**config.mk**
```make
export PLATFORM = sky130hd
export DESIGN_NAME = lsp_ctrl
export DESIGN_NICKNAME = d
export VERILOG_FILES = /design/src/sv/lsp_pkg.sv /design/src/sv/lsp_ctrl.sv
export SDC_FILE = /design/constraint.sdc
export NUM_CORES = 1
export LEC_CHECK = 0
export ABC_AREA = 0
export BUFFER_PORTS_ARGS = -buffer_cell sky130_fd_sc_hd__buf_2
export CAP_MARGIN = 5
export CORE_AREA = 2 2 39 41
export DETAILED_ROUTE_END_ITERATION = 12
export DIE_AREA = 0 0 41 43
export GPL_ROUTABILITY_DRIVEN = 0
export PLACE_DENSITY = 0.66
export SETUP_SLACK_MARGIN = 0.1
export SYNTH_ARGS = -nofsm -noshare
export SYNTH_HDL_FRONTEND = slang
export SYNTH_SLANG_ARGS = --single-unit
```
**constraint.sdc**
```tcl
create_clock -name clk -period 1.9 [get_ports clk]
set_clock_uncertainty 0.1 [all_clocks]
set_input_delay 0.19 -clock clk [delete_from_list [all_inputs] [get_ports clk]]
set_output_delay 0.19 -clock clk [all_outputs]
set_load 0.01 [all_outputs]
```
**src/sv/lsp_pkg.sv**
```systemverilog
// Shared constants and controller/datapath interface types for the latency sample packer.
`default_nettype none
package lsp_pkg;

    // Default geometry of the row register and row store.
    localparam int LANES_DEF = 16;
    localparam int ROWS_DEF  = 64;

    // Fixed field widths.
    localparam int TS_W      = 40;
    localparam int CNT_W     = 40;
    localparam int LAT_W     = 32;
    localparam int ADDR_W    = 32;
    localparam int OUT_LANES = 16;
    localparam int BITS_W    = 64;

    // Commands from the controller to the datapath.
    typedef struct packed {
        logic pkt_write;    // Take a packet: update lane register and row store.
        logic start_flush;  // Begin a full-store flush from row zero.
        logic start_end;    // Begin an end-of-test flush of the occupied rows.
        logic rd_en;        // Read the current row from the row store.
        logic load_row;     // Load the read row into the output word register.
        logic load_empty;   // Load the empty end-of-test report word.
        logic rd_next;      // Advance to the next row to read.
        logic end_clear;    // Return counters and lane register to reset values.
    } cmd_t;

    // Status from the datapath to the controller.
    typedef struct packed {
        logic flush_due;    // The next packet completes a full store.
        logic occ_zero;     // No row is occupied.
        logic out_last;     // The word in the output register is the last of its run.
    } status_t;

endpackage
`default_nettype wire

```
**src/sv/lsp_ctrl.sv**
```systemverilog
// Controller state machine of the latency sample packer: intake, flush sequencing, output word.
`default_nettype none
module lsp_ctrl (
    input  wire logic             clk,
    input  wire logic             rst_n,
    input  wire logic             pkt_valid,
    output      logic             pkt_ready,
    input  wire logic             end_of_test,
    output      logic             res_valid,
    input  wire logic             res_ready,
    input  wire lsp_pkg::status_t status,
    output      lsp_pkg::cmd_t    cmd
);

    typedef enum logic [1:0] {
        ST_IDLE,
        ST_READ,
        ST_LOAD,
        ST_HOLD
    } state_t;

    state_t state_reg;
    state_t state_next;
    logic   out_valid_reg;
    logic   out_valid_next;
    logic   end_mode_reg;
    logic   end_mode_next;
    logic   accept;

    assign pkt_ready = (state_reg == ST_IDLE);
    assign res_valid = out_valid_reg;
    assign accept    = pkt_valid && pkt_ready;

    // Next state and commands.
    always_comb
    begin
        state_next     = state_reg;
        out_valid_next = out_valid_reg;
        end_mode_next  = end_mode_reg;
        cmd            = '0;
        unique case (state_reg)
            ST_IDLE:
            begin
                if (accept)
                begin
                    if (end_of_test)
                    begin
                        end_mode_next = 1'b1;
                        if (status.occ_zero)
                        begin
                            cmd.load_empty = 1'b1;
                            out_valid_next = 1'b1;
                            state_next     = ST_HOLD;
                        end
                        else
                        begin
                            cmd.start_end = 1'b1;
                            state_next    = ST_READ;
                        end
                    end
                    else
                    begin
                        cmd.pkt_write = 1'b1;
                        if (status.flush_due)
                        begin
                            end_mode_next   = 1'b0;
                            cmd.start_flush = 1'b1;
                            state_next      = ST_READ;
                        end
                    end
                end
            end
            ST_READ:
            begin
                cmd.rd_en  = 1'b1;
                state_next = ST_LOAD;
            end
            ST_LOAD:
            begin
                cmd.load_row   = 1'b1;
                out_valid_next = 1'b1;
                state_next     = ST_HOLD;
            end
            ST_HOLD:
            begin
                if (res_ready)
                begin
                    out_valid_next = 1'b0;
                    if (status.out_last)
                    begin
                        cmd.end_clear = end_mode_reg;
                        state_next    = ST_IDLE;
                    end
                    else
                    begin
                        cmd.rd_next = 1'b1;
                        state_next  = ST_READ;
                    end
                end
            end
            default:
            begin
                state_next = ST_IDLE;
            end
        endcase
    end

    // State and registered outputs.
    always_ff @(posedge clk or negedge rst_n)
    begin
        if (!rst_n)
        begin
            state_reg     <= ST_IDLE;
            out_valid_reg <= 1'b0;
            end_mode_reg  <= 1'b0;
        end
        else
        begin
            state_reg     <= state_next;
            out_valid_reg <= out_valid_next;
            end_mode_reg  <= end_mode_next;
        end
    end

endmodule
`default_nettype wire

```
======== Yosys cells after proc, flatten, opt, wreduce, memory -nomap -nowiden ========
Index checks and enable logic that the tools add are counted.
operators by class
  equality and inequality tests ........... 8
  multiplexer cells ....................... 30
  reduce and logical (&&, ||, !) cells .... 7
operators by type and width
  cell                                                    count
  two-way mux 1 bit                                       18
  two-way mux 2 bit                                       8
  case mux 2 bit (4 select lines)                         1
  two-way mux 3 bit                                       2
  inequality test 2 x 1 -> 1 bit (second input constant)  3
  AND reduction 3 bit                                     2
  AND reduction 5 bit                                     1
  == test 2 bit (second input constant)                   2
  inequality test 3 x 1 -> 1 bit (second input constant)  1
  case mux 1 bit (3 select lines)                         1
  nonzero test 3 bit                                      1
  == test 2 x 1 -> 1 bit (second input constant)          1
  zero test 2 bit                                         1
  inequality test 2 bit (second input constant)           1
  nonzero test 2 bit                                      1
  logical AND 1 bit                                       1
storage, ports and cells
  register bits ........................... 4
  output and inout bits ................... 10
  word-level logic and storage cells ...... 48

======== Logic depth before layout (Yosys ltp) ========
  depth after elaboration ................. 4
  depth in mapped cells ................... 5

======== Worst setup path after synthesis ========
Ideal clock, no wire load.
  path kind ............................... reg2reg
  start point ............................. register state_reg[0]
  end point ............................... register state_reg[0]
  library setup time ...................... 0.135 ns
  data arrival time ....................... 1.353 ns
  required time ........................... 1.665 ns
  setup slack ............................. 0.312 ns
  cell stages (with the launch flop) ...... 6
  path buffers ............................ 0
  period minus slack after synthesis ...... 1.588 ns
  cell sequence ........................... dfrtp_1 -> inv_1 -> ha_1 -> nand2b_1 -> a2111oi_2 -> a211oi_2
on the way
  cells in the longest elaborated chain, start to end .. 4
ends and longest elaborated chain
  element                                   line             source
  start, declared                           lsp_ctrl.sv:22   state_t state_reg;
  start signal, assigned                    lsp_ctrl.sv:119  state_reg <= state_next;
  zero test 2 bit (*)                       lsp_ctrl.sv:30   assign pkt_ready = (state_reg == ST_IDLE);
  via pkt_ready                             lsp_ctrl.sv:7    output logic pkt_ready,
  logical AND 1 bit                         lsp_ctrl.sv:32   assign accept = pkt_valid && pkt_ready;
  inequality test 2 x 1 -> 1 bit (no line)  n/a
  AND reduction 3 bit (no line)             n/a
The timed path passes the listed nets; every way through them passes the cells marked *.
A chain may end at the register's enable or synchronous reset.

==> impl_metrics.py <==
metrics = {
    "outcome": {
        "status": "complete, no violations",
    },
    "detailed_routing": {
        "drtIter0Drc": 1,
        "drcViolationCount": 0,
        "via_count": 372,
        "viasPerCell": 4.593,
        "avgRoutedWirePerCell_um": 10.49,
        "firstDrtPassIters": 4,
        "totalWireLength_um": 850,
        "ant_nets": 0,
    },
    "layout": {
        "areaGrowthSynthToFinish_pct": 48.03,
        "diodes": 0,
        "drive_gt1_share_pct": 49.23,
        "stdcell_area_um2": 563.0,
        "nets": 82,
        "utilization_pct": 40.69,
        "fillers": 146,
        "largest_reg_flops": 2,
    },
    "timing": {
        "whs_ns": 0.1910,
        "min_period_ns": 1.670,
        "fin_crit_sh_pct": 87.88,
        "tightestPinTransition_ns": 0.3252,
        "setup_viol": 0,
        "drv_slew": 0,
        "finalSetupTns_ns": 0,
        "slew_headroom_pct": 78.28,
        "rsz0062_at_grt": "no",
        "fmax_mhz": 598.9,
        "hold_violations": 0,
    },
    "clock_tree": {
        "clock-sinks": 4,
        "cts_tree": "done",
        "path_clk_slew_ns": 0.04,
        "cts-htree-levels": 1,
        "numCtsBuffers": 3,
        "ctsRootBufferMaster": "clkbuf_4",
        "clk_latency_ns": 0.23,
        "cts.path.max_buffers": 2,
    },
    "critical_path": {
        "crit_path_end": "cmd[2]",
        "timing.rr.end": "state_reg[0]",
        "r2r_slack_ns": 0.40,
        "critPathLaunch": "state_reg[1]",
        "critPathSlowestCell": "dfrtp_2",
        "cp_cell_sequence": "inv_2 -> ha_4 -> nand4_1 -> nor2_1 -> buf_2",
        "end_kind": "output port",
        "startpoint_type": "flip-flop",
        "cp_max_fo": 7,
        "rr_worst_depth": 4,
        "arrival_ns": 1.38,
        "crit_type": "reg2out",
        "r2r-start": "state_reg[0]",
        "slowest_delay_ns": 0.43,
        "cp.required_ns": 1.61,
    },
    "logic_synthesis": {
        "ys_ff_latch": 4,
        "synth-seq-area-share_pct": 26.32,
        "yosysTopAreaCell": "dfrtp_1",
        "synth_xor_area_share_pct": 0,
        "netlist_instances": 42,
        "synth.distinct_cells": 20,
        "synth_edf_count": 0,
        "synth_flop_cell": "dfrtp_1",
        "synthMuxAreaShare_pct": 2.632,
        "ys_warn_count": 0,
        "synth_area_leaders": "dfrtp_1 (26%), ha_1 (23%), inv_1 (4.9%)",
        "synthSimpleGateAreaFrac_pct": 20.07,
        "synth_top_area_share_pct": 26.32,
        "syn_area_um2": 380.4,
        "synth_top_family_by_area": "compound AO/OA/AOI/OAI gates",
        "netlist_top_cells_count": "ha_1 (7), inv_1 (5), nor2_1 (5), dfrtp_1 (4)",
        "synth_nets": 57,
        "synthAdderAreaFrac_pct": 23.03,
        "synth_compound_area_share_pct": 23.03,
        "async_flop_share_pct": 100.0,
        "synth.most_common_cell": "ha_1",
        "syn_avg_cell_area_um2": 9.056,
    },
    "floorplan": {
        "die_area_um2": 1763,
        "fp.coreArea_um2": 1384,
        "die_w_um": 41,
        "floorplan.initialDensity_pct": 27.49,
        "ios": 18,
        "core.rowCount": 14,
        "fp.dieH_um": 43,
    },
    "flow_run": {
        "maxCapViolations": 0,
    },
    "grt": {
        "antenna_found_initial": 0,
        "grt_pass1_vias": 343,
        "grt.total_usage_pct": 11.40,
        "grt_overflow_total": 0,
        "grt_max_degree": 8,
        "grt_pass1_wl_um": 1331,
    },
    "power": {
        "cellLeakagePower_nw": 0.2917,
        "ir_drop_mv": 0.7458,
        "powerDensity_nw_per_um2": 1427,
        "finalPower_uw": 803.4,
    },
    "placement": {
        "placed_area_um2": 485.5,
        "io_buffers": 17,
        "post-dp-hpwl_um": 703.7,
    },
    "hold_path": {
        "min_path_type": "in2async",
    },
}
routing by layer:
metal	up-vias	share of wire (%)	GRT usage [%]
li1	193	-	-
met1	166	42	13.73
met2	13	51	16.56
met3	0	6.7	3.141
met4	0	0	8.000
met5	-	0	0
critical path, delay by kind of cell, from the launching register on:
| kind | cells | cell delay [ns] |
|---|---|---|
| DFF | 1 | 0.43 |
| and+or+nand+nor | 2 | 0.27 |
| buffers and inverters | 2 | 0.26 |
| adders and majority gates | 1 | 0.18 |
power by group:
| group | internal, mW | total [mW] | switching [mW] |
|---|---|---|---|
| registers | 0.135 | 0.192 | 0.0567 |
| clock network | 0.0704 | 0.102 | 0.0316 |
| logic | 0.253 | 0.510 | 0.256 |
how the worst min path moves through the flow:
stage / endpoint / from / cells past startpoint
floorplan: end_mode_reg / rst_n / 0
global placement: state_reg[1] / rst_n / 1
detailed placement: res_valid / rst_n / 1
CTS: res_valid / rst_n / 2
global route: res_valid / rst_n / 2
finish: res_valid / rst_n / 2
layout by cell type (no fill, tap or decap), types with 2 or more instances in the layout:
cell and n:
buf_2 17, nor2_1 5, ha_1 5, inv_1 3, nand2_1 3, nor2b_1 3, clkbuf_4 3, nor3_1 2
ha_4 2, dfrtp_1 2, buf_4 2, dfrtp_2 2
what timing repair did:
action                                  CTS  global route
endpoints found under the hold margin     4             0
hold buffers                              1             0
buffers inserted                          0             2
cloned                                    0             0
resized for setup                         4             5
endpoints found under the setup margin    4             4
cells by family (layout without fill, tap and decap cells):
| group | Yosys count | count (layout) |
|---|---|---|
| and+or+nand+nor | 16 | 16 |
| buffers and inverters | 5 | 28 |
| DFF | 4 | 4 |
| muxes | 1 | 1 |
| adders and majority gates | 7 | 7 |
| AOI/OAI and AO/OA | 9 | 9 |
final cells by class:
| type | count | area (um2) | area share, % |
|---|---|---|---|
| inverter | 5 | 21.27 | 3.778 |
| tap | 16 | 20.02 | 3.556 |
| sequential | 4 | 102.6 | 18.22 |
| clock buffer | 3 | 22.52 | 4.000 |
| multi-input combinational | 33 | 286.5 | 50.89 |
| timing repair buffer | 20 | 110.1 | 19.56 |
stage by stage:
stage	setup slack [ns]	instances
after global placement	0.2446	75
after global routing	0.1051	81
after CTS	0.1303	79
after floorplan	0.3116	42
final	0.2302	81
after detailed placement	0.2117	75
Power figures use the tool's default switching activity.
